## src/hw/rtl/tpsm_pkg.sv

```systemverilog
// Shared types, codes and the report packing function of the three-phase sequence monitor.
`timescale 1ns / 1ps

package tpsm_pkg;

   localparam logic [1:0] MODE_CAPTURE_A = 2'd0;
   localparam logic [1:0] MODE_CAPTURE_B = 2'd1;
   localparam logic [1:0] MODE_CAPTURE_C = 2'd2;
   localparam logic [1:0] MODE_OVERFLOW  = 2'd3;

   localparam logic [3:0] CODE_NONE = 4'h0;
   localparam logic [3:0] CODE_A    = 4'hA;
   localparam logic [3:0] CODE_B    = 4'hB;
   localparam logic [3:0] CODE_C    = 4'hC;

   localparam logic [11:0] ORDER_ABC = 12'hABC;
   localparam logic [11:0] ORDER_BCA = 12'hBCA;
   localparam logic [11:0] ORDER_CAB = 12'hCAB;

   localparam logic [1:0] SLOT_FIRST  = 2'd0;
   localparam logic [1:0] SLOT_SECOND = 2'd1;
   localparam logic [1:0] SLOT_LAST   = 2'd2;

   localparam logic [15:0] WINDOW_LOW_RESET  = 16'd7168;
   localparam logic [15:0] WINDOW_HIGH_RESET = 16'd18432;

   localparam logic CSR_WINDOW_LOW  = 1'b0;
   localparam logic CSR_WINDOW_HIGH = 1'b1;

   typedef struct packed {
      logic [1:0]  slot_index;
      logic [11:0] order_record;
      logic [15:0] time_of_a;
      logic [15:0] time_of_b;
      logic [15:0] interval_ab;
      logic [15:0] interval_bc;
      logic [2:0]  loss_flags;
      logic        order_flag;
   } state_type;

   // Every loss flag starts set; all other sequence state starts at zero.
   localparam state_type STATE_RESET = {SLOT_FIRST, 12'h000, 16'h0000, 16'h0000,
                                        16'h0000, 16'h0000, 3'b111, 1'b0};

   typedef struct packed {
      logic [15:0] report_word;
      logic        loss_a;
      logic        loss_b;
      logic        loss_c;
      logic        order_ok;
      logic        evaluated;
   } result_type;

   function automatic logic [15:0] pack_report(input logic [2:0] loss, input logic order_ok);
      logic [15:0] w;
      w = 16'hFABC & 16'h00FF;
      if (!loss[0]) w = w | 16'h0AFF;
      w = w & 16'h0F0F;
      if (!loss[1]) w = w | 16'h0FBF;
      w = w & 16'h0FF0;
      if (!loss[2]) w = w | 16'h0FFC;
      if (order_ok) begin
         w = w | 16'hF000;
      end else begin
         w = w & 16'h0FFF;
         w = {w[15:8], w[3:0], w[7:4]};
      end
      return w;
   endfunction

endpackage

```

## src/hw/rtl/tpsm_eval.sv

```systemverilog
// Next-state and result logic for one event of the three-phase sequence monitor.
`timescale 1ns / 1ps

module tpsm_eval (
   input  tpsm_pkg::state_type  cur,
   input  logic [1:0]           mode,
   input  logic [15:0]          capture_time,
   input  logic [15:0]          window_low,
   input  logic [15:0]          window_high,
   output tpsm_pkg::state_type  nxt,
   output tpsm_pkg::result_type res
);

   logic [3:0]  code;
   logic [11:0] record_in;
   logic        has_a;
   logic        has_b;
   logic        has_c;
   logic        ab_ok;
   logic        bc_ok;
   logic        rotation_ok;
   logic        last_slot;

   always_comb begin
      nxt = cur;
      code = tpsm_pkg::CODE_NONE;
      case (mode)
         tpsm_pkg::MODE_CAPTURE_A: begin
            code = tpsm_pkg::CODE_A;
            nxt.time_of_a = capture_time;
            nxt.loss_flags[0] = 1'b0;
         end
         tpsm_pkg::MODE_CAPTURE_B: begin
            code = tpsm_pkg::CODE_B;
            nxt.interval_ab = capture_time - cur.time_of_a;
            nxt.time_of_b = capture_time;
            nxt.loss_flags[1] = 1'b0;
         end
         tpsm_pkg::MODE_CAPTURE_C: begin
            code = tpsm_pkg::CODE_C;
            nxt.interval_bc = capture_time - cur.time_of_b;
            nxt.loss_flags[2] = 1'b0;
         end
         tpsm_pkg::MODE_OVERFLOW: begin
            code = tpsm_pkg::CODE_NONE;
         end
         default: begin
            code = tpsm_pkg::CODE_NONE;
         end
      endcase

      case (cur.slot_index)
         tpsm_pkg::SLOT_FIRST:  record_in = {cur.order_record[11:4], code};
         tpsm_pkg::SLOT_SECOND: record_in = {cur.order_record[11:8], code, cur.order_record[3:0]};
         default:               record_in = {code, cur.order_record[7:0]};
      endcase
      nxt.order_record = record_in;

      has_a = (record_in[3:0] == tpsm_pkg::CODE_A) || (record_in[7:4] == tpsm_pkg::CODE_A)
           || (record_in[11:8] == tpsm_pkg::CODE_A);
      has_b = (record_in[3:0] == tpsm_pkg::CODE_B) || (record_in[7:4] == tpsm_pkg::CODE_B)
           || (record_in[11:8] == tpsm_pkg::CODE_B);
      has_c = (record_in[3:0] == tpsm_pkg::CODE_C) || (record_in[7:4] == tpsm_pkg::CODE_C)
           || (record_in[11:8] == tpsm_pkg::CODE_C);
      ab_ok = (nxt.interval_ab > window_low) && (nxt.interval_ab < window_high);
      bc_ok = (nxt.interval_bc > window_low) && (nxt.interval_bc < window_high);
      rotation_ok = (record_in == tpsm_pkg::ORDER_ABC) || (record_in == tpsm_pkg::ORDER_BCA)
                 || (record_in == tpsm_pkg::ORDER_CAB);

      last_slot = (cur.slot_index == tpsm_pkg::SLOT_LAST);
      if (last_slot) begin
         nxt.loss_flags = {~has_c, ~has_b, ~has_a};
         nxt.order_flag = ab_ok && bc_ok && rotation_ok;
         nxt.slot_index = tpsm_pkg::SLOT_FIRST;
      end else begin
         nxt.slot_index = cur.slot_index + 2'd1;
      end

      res.report_word = tpsm_pkg::pack_report(nxt.loss_flags, nxt.order_flag);
      res.loss_a      = nxt.loss_flags[0];
      res.loss_b      = nxt.loss_flags[1];
      res.loss_c      = nxt.loss_flags[2];
      res.order_ok    = nxt.order_flag;
      res.evaluated   = last_slot;
   end

endmodule

```

## src/hw/rtl/three_phase_sequence_monitor.sv

```systemverilog
// Top level of the three-phase sequence monitor: state, window registers and result buffering.
//
// The req_ channel takes one event per transaction: a capture on phase A, B or C with its
// timestamp, or a counter overflow. Each accepted transaction produces exactly one
// transaction on the rsp_ channel carrying the packed report word and the current loss,
// order and round-complete flags.
// The csr_ channel writes the interval window: index 0 is the lower bound, index 1 the
// upper bound. It is always ready and should be written only while the block is idle.
// The result is registered at the edge that accepts the event.
// Throughput is one event per cycle while req_stall is low; the state update is a single pass of logic.
// A two-entry output buffer decouples the channels, so an event is still accepted while
// one result waits on a stalled receiver; req_stall rises only when both entries are full.
// Synchronous reset clears all sequence state, sets every loss flag, restores the window
// to its default bounds and empties the output buffer.
`timescale 1ns / 1ps

module three_phase_sequence_monitor (
   input  logic        clock,
   input  logic        reset,
   input  logic        req_valid,
   output logic        req_stall,
   input  logic [1:0]  req_mode,
   input  logic [15:0] req_capture_time,
   output logic        rsp_valid,
   input  logic        rsp_stall,
   output logic [15:0] rsp_report_word,
   output logic        rsp_loss_a,
   output logic        rsp_loss_b,
   output logic        rsp_loss_c,
   output logic        rsp_order_ok,
   output logic        rsp_evaluated,
   input  logic        csr_valid,
   output logic        csr_ready,
   input  logic        csr_index,
   input  logic [15:0] csr_data
);

   tpsm_pkg::state_type  state_ff;
   tpsm_pkg::state_type  state_in;
   tpsm_pkg::result_type result_in;
   tpsm_pkg::result_type out_ff;
   tpsm_pkg::result_type skid_ff;
   logic                 out_valid_ff;
   logic                 skid_valid_ff;
   logic [15:0]          window_low_ff;
   logic [15:0]          window_high_ff;
   logic                 accept;
   logic                 rsp_take;

   tpsm_eval u_eval (
      .cur          (state_ff),
      .mode         (req_mode),
      .capture_time (req_capture_time),
      .window_low   (window_low_ff),
      .window_high  (window_high_ff),
      .nxt          (state_in),
      .res          (result_in)
   );

   assign csr_ready = 1'b1;
   assign req_stall = skid_valid_ff;
   assign accept    = req_valid && !skid_valid_ff;
   assign rsp_take  = out_valid_ff && !rsp_stall;

   always_ff @(posedge clock) begin
      if (reset) begin
         window_low_ff  <= tpsm_pkg::WINDOW_LOW_RESET;
         window_high_ff <= tpsm_pkg::WINDOW_HIGH_RESET;
      end else if (csr_valid && csr_ready) begin
         if (csr_index == tpsm_pkg::CSR_WINDOW_LOW) begin
            window_low_ff <= csr_data;
         end else begin
            window_high_ff <= csr_data;
         end
      end
   end

   always_ff @(posedge clock) begin
      if (reset) begin
         state_ff <= tpsm_pkg::STATE_RESET;
      end else if (accept) begin
         state_ff <= state_in;
      end
   end

   always_ff @(posedge clock) begin
      if (reset) begin
         out_valid_ff  <= 1'b0;
         skid_valid_ff <= 1'b0;
      end else if (skid_valid_ff) begin
         if (rsp_take) begin
            out_ff        <= skid_ff;
            skid_valid_ff <= 1'b0;
         end
      end else if (accept) begin
         if (!out_valid_ff || rsp_take) begin
            out_ff       <= result_in;
            out_valid_ff <= 1'b1;
         end else begin
            skid_ff       <= result_in;
            skid_valid_ff <= 1'b1;
         end
      end else if (rsp_take) begin
         out_valid_ff <= 1'b0;
      end
   end

   assign rsp_valid       = out_valid_ff;
   assign rsp_report_word = out_ff.report_word;
   assign rsp_loss_a      = out_ff.loss_a;
   assign rsp_loss_b      = out_ff.loss_b;
   assign rsp_loss_c      = out_ff.loss_c;
   assign rsp_order_ok    = out_ff.order_ok;
   assign rsp_evaluated   = out_ff.evaluated;

endmodule

```

## config.mk

```make
export PLATFORM = sky130hd
export DESIGN_NAME = three_phase_sequence_monitor
export DESIGN_NICKNAME = d
export VERILOG_FILES = /design/src/hw/rtl/tpsm_pkg.sv /design/src/hw/rtl/tpsm_eval.sv /design/src/hw/rtl/three_phase_sequence_monitor.sv
export SDC_FILE = /design/constraint.sdc
export NUM_CORES = 1
export LEC_CHECK = 0
export BUFFER_PORTS_ARGS = -buffer_cell sky130_fd_sc_hd__buf_2
export CORE_MARGIN = 2
export CORE_UTILIZATION = 45
export DETAILED_ROUTE_END_ITERATION = 7
export PLACE_DENSITY_LB_ADDON = 0.08
export RECOVER_POWER = 50
export SETUP_SLACK_MARGIN = 0.4
export SKIP_LAST_GASP = 1
export SLEW_MARGIN = 25
export SYNTH_ARGS = -nofsm -noshare
export SYNTH_HDL_FRONTEND = slang
export SYNTH_SLANG_ARGS = --single-unit
```

## constraint.sdc

```tcl
create_clock -name clock -period 7.35 [get_ports clock]
set_input_delay 2.205 -clock clock [delete_from_list [all_inputs] [get_ports clock]]
set_output_delay 2.205 -clock clock [all_outputs]
set_load 0.02 [all_outputs]
```

# Yosys cells after proc, flatten, opt, wreduce, memory -nomap -nowiden
# Cells that the tools add are included.
dict set report classes {
  n_addsub 3
  n_lt_le_gt_ge 4
  n_eq_ne 19
  muxes 23
  bitwise_logic 7
  n_reduce_logical 30
}
# cell count
set op_table {}
lappend op_table {{$mux 21} 4}
lappend op_table {{$eq 12x12->1 const B} 3}
lappend op_table {{$eq 4x4->1 const B} 9}
lappend op_table {{$mux 12} 3}
lappend op_table {{$gt 16x16->1} 2}
lappend op_table {{$lt 16x16->1} 2}
lappend op_table {{$mux 16} 2}
lappend op_table {{$sub 16x16->16} 2}
lappend op_table {{$pmux 12 s2} 1}
lappend op_table {{$mux 17} 1}
lappend op_table {{$pmux 4 s4} 1}
lappend op_table {{$logic_or 1x1->1} 9}
lappend op_table {{$mux 1} 9}
lappend op_table {{$reduce_and 2->1} 4}
lappend op_table {{$reduce_and 4->1} 2}
lappend op_table {{$not 1->1} 7}
lappend op_table {{$eq 2x2->1 const B} 3}
lappend op_table {{$logic_and 1x1->1} 6}
lappend op_table {{$reduce_bool 2->1} 3}
lappend op_table {{$eq 2x1->1 const B} 2}
lappend op_table {{$logic_not 2->1} 2}
lappend op_table {{$mux 4} 1}
lappend op_table {{$ne 2x1->1 const B} 2}
lappend op_table {{$logic_not 1->1} 3}
lappend op_table {{3 further kinds} 3}
dict set report word_totals {
  ff_bits 158
  input_bits 40
  output_inout_bits 24
  word_cells 110
}

# Longest topological paths before layout
# Gate-level depths: netlist (run 1).
dict set report depth {
  depth_word 15
  depth_mapped 20
  depth_no_buf 19
}

# Modules after synthesis
# A second synthesis (run 1) with hierarchy kept.
dict set report unflattened {
  cells_unflattened 1202
  hier_area_um2 10787.8
}
# mod n_inst cells_each area_per_inst_um2 seq_area_each_um2
set modules_own_cells {}
lappend modules_own_cells {three_phase_sequence_monitor 1 581 6723.9 3583.4}
lappend modules_own_cells {tpsm_eval 1 621 4063.9 0.0}

# Worst setup path after synthesis (run 1)
# No wires, ideal clock.
dict set report synth_timing {
  kind {input port to flip-flop}
  start {input port req_capture_time[0]}
  end {register out_ff, in the netlist rsp_report_word[14] (data pin)}
  setup_ns 0.260
  arrival_ns 6.027
  required_ns 7.090
  slack_ns 1.063
  cell_stages 20
  path_buffers 1
  cell_sequence {inv_1 > ha_1 > inv_1 > fa_1 > a211oi_1 > nor2_1 > o41ai_1 > o21ai_0 > a31oi_1 > xor2_1 > o21ai_0 > ha_1 > nand4_1 > or4_1 > nor2_1 > nand4b_1 > a2111oi_2 > a32o_1 > buf_6 > mux2_2}
}
# item line
set synth_rtl {}
lappend synth_rtl {{start: declaration} three_phase_sequence_monitor.sv:23} ;# input logic [15:0] req_capture_time,
lappend synth_rtl {{end signal: assignment} three_phase_sequence_monitor.sv:92} ;# out_ff <= skid_ff;
lappend synth_rtl {{end signal: assignment} three_phase_sequence_monitor.sv:97} ;# out_ff <= result_in;
lappend synth_rtl {{end: declaration} three_phase_sequence_monitor.sv:41} ;# tpsm_pkg::result_type out_ff;

==> results.toml, run 1 <==
[sta]
holdWs_ps = 452.5
setup_viol = 0
fin_worst_skew_ps = 6.523
setup_slack_ps = 1053
fin_crit_ps = 6297
tightest_slew_ps = 3468
max-slew-margin-rel_pct = -131.2
tns_ps = 0
timing.final.crit_share_pct = 85.67
fmax_mhz = 158.8
slew_viol_final = 104
hold_viol_final = 0
rsz0062_at_grt = "false"

[synth]
yosys.area.top_type = "dfxtp_1"
syn-cell-area_um2 = 8737
synth_area_leaders = "dfxtp_1, ha_1, nand2_1, edfxtp_1, a21oi_1"
ys_seq_elements = 140
synth.most_common_cell = "nand2_1"
synth_top_area_share_pct = 26.58
synth_edf_count = 24
synth.distinct_cells = 73
postSynthCellCount = 1105
yosysSeqAreaShare_pct = 34.83
avgSynthCellArea_um2 = 7.907
yosys_most_used_dff = "dfxtp_1"
synth_top_cells_by_count = "nand2_1, a21oi_1, dfxtp_1"
syn_nets = 1239
ys_async_sr_fraction_pct = 0
synth_warnings = 0

[detailed_routing]
antenna_left = 0
drc = 0
viasPerCell = 5.264
drt_wl_total_mm = 21.39
drt_iter0_markers = 444
first_pass_iters = 6
post_drt_wl_per_cell_um = 15.20
vias = 7406

[run]
drv_cap = 2

[layout]
multi_input_area_um2 = 5089
seqCellArea_um2 = 3043
area_growth_pct = 10.31
fillCellCount = 1918
n_antenna_cell = 0
post-route-util_pct = 51.01
nets = 1268
drive_gt1_share_pct = 8.544

[critical_path]
slowest_delay_ps = 530
critical_path_class = "input port to register"
crit_arrival_ps = 6480
crit_slowest_cell = "or4_1"
required_ps = 7530
cp-start-kind = "input port"
cp_cell_sequence = "buf_2 > inv_1 > ha_1 > inv_1 > fa_1 > a211oi_1 > nor2_1 > o41ai_1 > buf_4 > o21ai_0 > a31oi_1 > xor2_1 > o21ai_0 > ha_1 > nand4_1 > or4_1 > nor2_1 > nand4b_1 > a2111oi_2 > a32o_1 > mux2_2"
r2r_cells = 19
cp_max_fo = 8
cp-end-kind = "register"

[global_route]
grt_pass1_wl_mm = 34.98
grt_usage_pct = 21.74
globalRouteOverflowTotal = 0
antenna_found_initial = 0
grt_max_degree = 73
grt_pass1_vias = 6839

[pwr]
p_leak_nw = 3.756
peakVddDrop_v = 0.0001542
finalPower_mw = 2.031
p_per_area_nw_per_um2 = 210.7

[cts]
cts_max_level = 4
cts-root-buf = "clkbuf_16"
hold_buffers = 0
cts.repair.resized = 0
clk-insertion-delay-late_ps = 430
clock-sinks = 140
numCtsBuffers = 17
cts_tree = "done"
cts_buffer_depth = 2
cts_setup_buffers = 0
cts.clk_slew.worst_paths_ps = 60

[placement]
hpwl_mm = 15.82
pre_cts_ws_ps = 555.9
numPortBuffers = 62
place_congestion = 0.8919

[hold_path]
holdPathStages = 2
min_path_type = "register to register"

[die]
die-width_um = 143.3
die_h_um = 143.3
io_pins = 64
rows = 50
initial_core_util_pct = 46.25
core_area_um2 = 18890
die_area_um2 = 20550

[run_status]
status = "complete, but fails checks"
violations = "max-capacitance violations, max-slew violations"
## placed cells by master (no fill, tap or decap), drive strengths merged, types with 13 or more instances in the layout
master / synthesis / routed
and2: 13 / 13
nor2b: 16 / 16
nor3: 21 / 21
dfxtp: 116 / 116
edfxtp: 24 / 24
inv: 82 / 82
a21oi: 120 / 120
nor2: 67 / 67
ha: 92 / 92
buf: 25 / 47
o21ai: 69 / 69
xnor2: 13 / 13
xor2: 15 / 15
nand3: 22 / 22
nand2: 214 / 214
clkbuf: 39 / 45
## power by group
group / leakage (nW) / total [mW] / internal (mW) / switching, mW
Clock: 0.250 / 0.763 / 0.424 / 0.339
Sequential: 1.17 / 0.843 / 0.821 / 0.0221
Combinational: 2.34 / 0.425 / 0.162 / 0.263
## cells by family after synthesis
logic type               synth area share, %
XOR/XNOR                               2.807
buffers and inverters                  7.089
other                                0.04292
flip-flops                             34.83
AND/OR/NAND/NOR                        21.77
AO/OA/AOI/OAI                          18.99
adder cells (fa/ha/maj)                13.63
multiplexers                          0.8449
## worst max-delay path, delay by kind of cell
family / cells / cell delay (ps)
compound gates: 7 / 1410
xor+xnor: 1 / 220
fa+ha+maj: 3 / 910
buf+inv: 4 / 430
mux: 1 / 290
simple gates: 5 / 1000
## final timing paths
kind                                                 from                       endpoint  slack (ps)
worst min register to register  state_ff[45]$_SDFFE_PP0P_      state_ff[45]$_SDFFE_PP0P_         450
worst max-delay path                  req_capture_time[0]  rsp_report_word[14]$_DFFE_PP_        1050
worst min-delay path            state_ff[45]$_SDFFE_PP0P_      state_ff[45]$_SDFFE_PP0P_         450
worst max register to register  state_ff[52]$_SDFFE_PP0P_  rsp_report_word[14]$_DFFE_PP_        2690
## sequential cells by signal, indices dropped and copies added (netlist names)
signal / count
rsp_valid: 1
state_ff: 82
rsp_report_word: 8
rsp_loss_a: 1
window_low_ff: 16
skid_ff: 12
rsp_evaluated: 1
rsp_loss_b: 1
req_stall: 1
rsp_loss_c: 1
window_high_ff: 16
## stage by stage
stage,area [um2],instances
2_1_floorplan,8737,1105
3_3_place_gp,9159,1375
3_5_place_dp,9159,1375
4_1_cts,9671,1407
5_1_grt,9638,1407
6_report,9638,1407
## layer usage
layer | wire length, um | part of all wire [%] | up-vias | GRT usage (%)
met2 | 8936 | 42 | 125 | 32.23
met5 | 0 | 0 | - | 0
li1 | - | - | 3861 | -
met1 | 11340 | 53 | 3398 | 32.14
met4 | 272 | 1.3 | 0 | 5.831
met3 | 836 | 3.9 | 22 | 4.332
## area by class of cell
| cell class | count | area share [%] |
|---|---|---|
| clock buffers | 18 | 4.453 |
| clock inverters | 14 | 0.8568 |
| repair buffers | 74 | 3.752 |
| multi-input cells | 819 | 52.80 |
| inverters | 82 | 3.194 |
| well taps | 260 | 3.375 |
| flip-flops and latches | 140 | 31.57 |
Note: power is estimated with default switching activity, not from simulation.
==> run 2, diff against run 1 <==
--- a/config.mk
+++ b/config.mk
@@ -5,6 +5,7 @@
 export SDC_FILE = /design/constraint.sdc
 export NUM_CORES = 1
 export LEC_CHECK = 0
+export ABC_AREA = 1
 export BUFFER_PORTS_ARGS = -buffer_cell sky130_fd_sc_hd__buf_2
 export CORE_MARGIN = 2
 export CORE_UTILIZATION = 45
==> results.toml, run 2 <==
[synth]
yosys_most_used_dff = "dfxtp_1"
synth_top_cells_by_count = "nand2_1, inv_1, a21oi_1"
postSynthCellCount = 1235
synth_edf_count = 24
synth_warnings = 0
synth.distinct_cells = 47
avgSynthCellArea_um2 = 7.167
synth_top_area_share_pct = 26.24
ys_async_sr_fraction_pct = 0
synth.most_common_cell = "nand2_1"
yosys.area.top_type = "dfxtp_1"
ys_seq_elements = 140
synth_area_leaders = "dfxtp_1, ha_1, nand2_1, a21oi_1, o21ai_0"
syn_nets = 1369
syn-cell-area_um2 = 8851
yosysSeqAreaShare_pct = 34.38

[pwr]
p_per_area_nw_per_um2 = 232.4
p_int_mw = 1.536
switchingPower_mw = 0.7550
combPwrFrac_pct = 23.1
p_leak_nw = 4.597
peakVddDrop_v = 0.0001621
switching_share_pct = 32.95
p_clk_share_pct = 39.7
power_frac_seq_pct = 37.2

[cts]
cts_setup_buffers = 0
clk-insertion-delay-late_ps = 430
cts.clk_slew.worst_paths_ps = 70
cts-root-buf = "clkbuf_16"
cts_max_level = 4
cts_tree = "done"
numCtsBuffers = 17
cts.repair.resized = 0
clock-sinks = 140
cts_buffer_depth = 2
hold_buffers = 0

[run_status]
status = "complete, but fails checks"
violations = "max-capacitance violations, max-slew violations"

[sta]
fin_crit_ps = 5816
rsz0062_at_grt = "false"
timing.final.crit_share_pct = 79.12
fmax_mhz = 172.0
slew_viol_final = 199
hold_viol_final = 0
fin_worst_skew_ps = 6.737
tns_ps = 0
tightest_slew_ps = 3444
max-slew-margin-rel_pct = -129.6
setup_viol = 0

[layout]
fillCellCount = 2006
regMostFlops = "state_ff"
largest_register_ffs = 82
nets = 1404
finalInstanceArea_um2 = 9861
area_growth_pct = 11.41
post-route-util_pct = 50.83
n_antenna_cell = 0
drive_gt1_share_pct = 8.496
top_regs = "state_ff (82), window_high_ff (16), window_low_ff (16)"
final_common_cell = "nand2_1"
stdcell_count = 1548
layout_common_cells = "nand2_1, inv_1, a21oi_1"

[critical_path]
r2r-start = "req_stall$_SDFF_PP0_"
cp-start-kind = "input port"
critical_path_class = "input port to register"
cp-end-kind = "register"
crit_start = "reset"
r2r_slack_ps = 3320
crit_arrival_ps = 6160
required_ps = 7690
cp_max_fo = 87

[die]
initial_core_util_pct = 45.63
rows = 51
core_area_um2 = 19400
io_pins = 64
die_h_um = 144.2
die-width_um = 144.2
die_area_um2 = 20810

[hold_path]
hp-start = "state_ff[63]$_SDFFE_PP0P_"
min_path_type = "register to register"

[detailed_routing]
post_drt_wl_per_cell_um = 14.18
viasPerCell = 4.975
first_pass_iters = 5
drt_iter0_markers = 413
drc = 0
antenna_left = 0
drt_wl_total_mm = 21.95
vias = 7701

[global_route]
grt_pass1_wl_mm = 36.00
antenna_found_initial = 0
globalRouteOverflowTotal = 0
grt_max_degree = 88
grt_pass1_vias = 6925
grt_usage_pct = 22.11

[placement]
placed_cell_area_um2 = 9286
post-place-cells = 1516
numPortBuffers = 62
place_congestion = 0.8944
hpwl_mm = 16.49

[run]
drv_cap = 4
==> run 2: cell types whose count changed in the layout (fill, tap and decap cells not counted), sizes merged, moves of 16 or more <==
| cell | delta |
|---|---|
| a21oi | +28 |
| o21ai | +83 |
| nor2 | +47 |
| nand2 | +43 |
| nor2b | -16 |
| inv | +101 |
==> run 2: per-layer routing <==
| metal | vias to the layer above | GRT usage [%] | routed length [um] |
|---|---|---|---|
| met5 | - | 0 | 0 |
| met4 | 0 | 4.905 | 193 |
| met3 | 16 | 3.278 | 794 |
| met2 | 151 | 33.46 | 9291 |
| met1 | 3410 | 33.22 | 11670 |
| li1 | 4124 | - | - |
==> run 2: power by group through the flow <==
| stage | Sequential (mW) | Combinational, mW | Clock [mW] |
|---|---|---|---|
| 3_3_place_gp | 0.869 | 0.524 | 0 |
| 6_report | 0.853 | 0.529 | 0.910 |
| 3_5_place_dp | 0.870 | 0.528 | 0 |
| 5_1_grt | 0.858 | 0.611 | 0.965 |
| 4_1_cts | 0.853 | 0.530 | 0.933 |
| 2_1_floorplan | 0.870 | 0.391 | 0 |
==> run 2: final timing paths <==
check / depth (start not counted) / endpoint
worst max-delay path: 5 / window_high_ff[3]$_SDFFE_PP0P_
worst min-delay path: 2 / state_ff[63]$_SDFFE_PP0P_
worst max register to register: 8 / rsp_report_word[14]$_DFFE_PP_
worst min register to register: 2 / state_ff[63]$_SDFFE_PP0P_
==> run 2: worst max-delay path, cell delays in order <==
cell and delay, ps:
clkbuf_1 640, clkinv_1 140, clkbuf_1 2410, o21ai_0 390, a21oi_1 280
==> run 2: layout make-up <==
class | instances | area, um2 | share of cell area, %
Multi-Input combinational cell | 867 | 4886 | 49.55
Sequential cell | 140 | 3043 | 30.86
Inverter | 176 | 663.1 | 6.725
Clock buffer | 17 | 425.4 | 4.314
Tap cell | 265 | 331.6 | 3.363
Timing Repair Buffer | 68 | 315.3 | 3.198
Clock inverter | 15 | 196.4 | 1.992
==> run 2: per-stage QoR <==
stage	hold slack, ps	total power [mW]	setup WS (ps)
4_1_cts	462.4	2.316	1697
2_1_floorplan	429.7	1.261	1920
5_1_grt	475.1	2.434	924.8
6_report	459.1	2.291	1534
3_3_place_gp	443.5	1.394	1323
3_5_place_dp	453.3	1.398	1235
==> run 2: cell families after synthesis <==
logic type	share of synthesized area (%)
buf+inv	10.33
fa+ha+maj	13.46
xor+xnor	2.078
other cells	0.04237
compound gates	19.72
simple gates	19.99
flops	34.38
==> run 3, diff against run 2 <==
--- a/config.mk
+++ b/config.mk
@@ -5,7 +5,7 @@
 export SDC_FILE = /design/constraint.sdc
 export NUM_CORES = 1
 export LEC_CHECK = 0
-export ABC_AREA = 1
+export ABC_AREA = 0
 export BUFFER_PORTS_ARGS = -buffer_cell sky130_fd_sc_hd__buf_2
 export CORE_MARGIN = 2
 export CORE_UTILIZATION = 45
==> constraint.sdc (replaced) <==
create_clock -name clock -period 4.8 [get_ports clock]
set_input_delay 1.44 -clock clock [delete_from_list [all_inputs] [get_ports clock]]
set_output_delay 1.44 -clock clock [all_outputs]
set_load 0.02 [all_outputs]
==> results.toml, run 3 (synthesized netlist as in run 1, its figures left out) <==
[detailed_routing]
drt_wl_total_mm = 22.14
first_pass_iters = 5
vias = 7865
viasPerCell = 5.124
drt_iter0_markers = 367
drc = 0
antenna_left = 0
post_drt_wl_per_cell_um = 14.43

[pwr]
p_leak_nw = 4.505
finalPower_mw = 3.519
p_per_area_nw_per_um2 = 323.0
peakVddDrop_v = 0.0002448

[cts]
cts_tree = "done"
clk-insertion-delay-late_ps = 430
numCtsBuffers = 17
cts_max_level = 4
cts.clk_slew.worst_paths_ps = 70
cts-root-buf = "clkbuf_16"
cts_buffer_depth = 2
clock-sinks = 140

[die]
die_area_um2 = 20550
core_area_um2 = 18890
rows = 50
initial_core_util_pct = 46.25
io_pins = 64
die_h_um = 143.3
die-width_um = 143.3

[sta]
hold_viol_final = 0
slew_viol_final = 58
timing.final.crit_share_pct = 103.8
setup_viol = 7
holdWs_ps = 453.2
fin_worst_skew_ps = 11.89
fmax_mhz = 200.7
tightest_slew_ps = 2618
rsz0062_at_grt = "true"
tns_ps = -825.9
setup_slack_ps = -183.5
fin_crit_ps = 4983
max-slew-margin-rel_pct = -74.51

[layout]
post-route-util_pct = 57.66
layout_common_cells = "nand2_1, buf_4, a21oi_1"
drive_gt1_share_pct = 20.31
fillCellCount = 1805
final_common_cell = "nand2_1"
top_regs = "state_ff (82), window_high_ff (16), window_low_ff (16)"
regMostFlops = "state_ff"
finalInstanceArea_um2 = 10890
n_antenna_cell = 0
stdcell_count = 1535
multi_input_area_um2 = 5207
nets = 1396
largest_register_ffs = 82
seqCellArea_um2 = 3043
area_growth_pct = 24.69

[critical_path]
timing.rr.end = "rsp_report_word[1]$_DFFE_PP_"
path_depth = 22
crit_start = "req_capture_time[0]"
cp_max_fo = 7
cp_top_family = "compound AO/OA/AOI/OAI gates"
r2r_cells = 20
crit_slowest_cell = "or4_4"
cp-end-kind = "register"
worstSetupEndpoint = "rsp_report_word[1]$_DFFE_PP_"
required_ps = 4960
r2r_slack_ps = 560
r2r-start = "state_ff[52]$_SDFFE_PP0P_"
cp_cell_sequence = "buf_8 > inv_12 > ha_4 > inv_2 > fa_2 > a211oi_2 > nor2_2 > o41ai_2 > buf_4 > o21ai_2 > a31oi_1 > xor2_1 > o21ai_2 > ha_1 > nand4_1 > or4_4 > buf_6 > a21oi_2 > o211a_1 > a32o_2 > buf_6 > o31ai_2"
slowest_delay_ps = 520
critical_path_class = "input port to register"
crit_arrival_ps = 5140
crit_buf_inv = 6
cp-start-kind = "input port"

[placement]
hpwl_mm = 16.92
pre_cts_ws_ps = -1014
numPortBuffers = 62
place_congestion = 0.8948
placed_cell_area_um2 = 10110
post-place-cells = 1491

[global_route]
antenna_found_initial = 0
grt_pass1_wl_mm = 36.26
grt_max_degree = 58
globalRouteOverflowTotal = 0
grt_pass1_vias = 7144
grt_usage_pct = 22.43

[run_status]
status = "complete, but fails checks"
violations = "max-capacitance violations, max-slew violations, negative setup slack"

[run]
drv_cap = 1

[hold_path]
holdPathStages = 2
min_path_type = "register to register"
[run 3: changes by cell type in the layout (fill, tap and decap cells not counted), sizes merged, moves of 10 or more]
cell,delta
buf,+138
inv,-92
o21ai,-83
nor2,-47
nand2,-43
a21oi,-28
nor2b,+16
and2,+13
nand3,-13
nor3,+12
nand2b,+10
[run 3: area by class of cell]
cell class              instances  area share (%)
multi-input cells             819           47.80
flip-flops and latches        140           27.93
repair buffers                202           12.59
clock buffers                  17           3.905
well taps                     260           2.986
inverters                      82           2.940
clock inverters                15           1.849
[run 3: how the worst min path moves through the flow]
stage                                               from                              to  slack [ps]
after CTS                      state_ff[57]$_SDFFE_PP0P_       state_ff[57]$_SDFFE_PP0P_         460
after global placement    window_high_ff[9]$_SDFFE_PP0P_  window_high_ff[9]$_SDFFE_PP0P_         440
after floorplan                state_ff[10]$_SDFFE_PP0P_       state_ff[10]$_SDFFE_PP0P_         430
final                          state_ff[42]$_SDFFE_PP0P_       state_ff[42]$_SDFFE_PP0P_         450
after global routing           state_ff[55]$_SDFFE_PP0P_       state_ff[55]$_SDFFE_PP0P_         470
after detailed placement       state_ff[57]$_SDFFE_PP0P_       state_ff[57]$_SDFFE_PP0P_         450
[run 3: timing repair]
item | in CTS | in global routing
setup buffers | 10 | 2
hold buffers | 0 | 0
gates resized for setup | 21 | 14
pin swaps | 16 | 14
setup endpoints to repair | 8 | 8
[run 3: power breakdown]
| group | leakage (nW) | total (mW) | internal [mW] | switching [mW] |
|---|---|---|---|---|
| logic | 3.03 | 0.804 | 0.366 | 0.438 |
| registers | 1.17 | 1.29 | 1.26 | 0.0337 |
| clock network | 0.311 | 1.43 | 0.841 | 0.585 |
[run 3: layer usage]
| metal | track usage [%] | wire (um) |
|---|---|---|
| met5 | 0 | 0 |
| met2 | 33.69 | 9392 |
| met3 | 4.199 | 875 |
| met4 | 5.882 | 298 |
| met1 | 33.02 | 11580 |
[run 3: worst register-to-register path: cells and delay by family, from the launching register on]
family	cells	cell delay, ps
flip-flops	1	380
buffers and inverters	4	470
AO/OA/AOI/OAI	9	1340
XOR/XNOR	1	250
adder cells (fa/ha/maj)	3	800
AND/OR/NAND/NOR	3	710
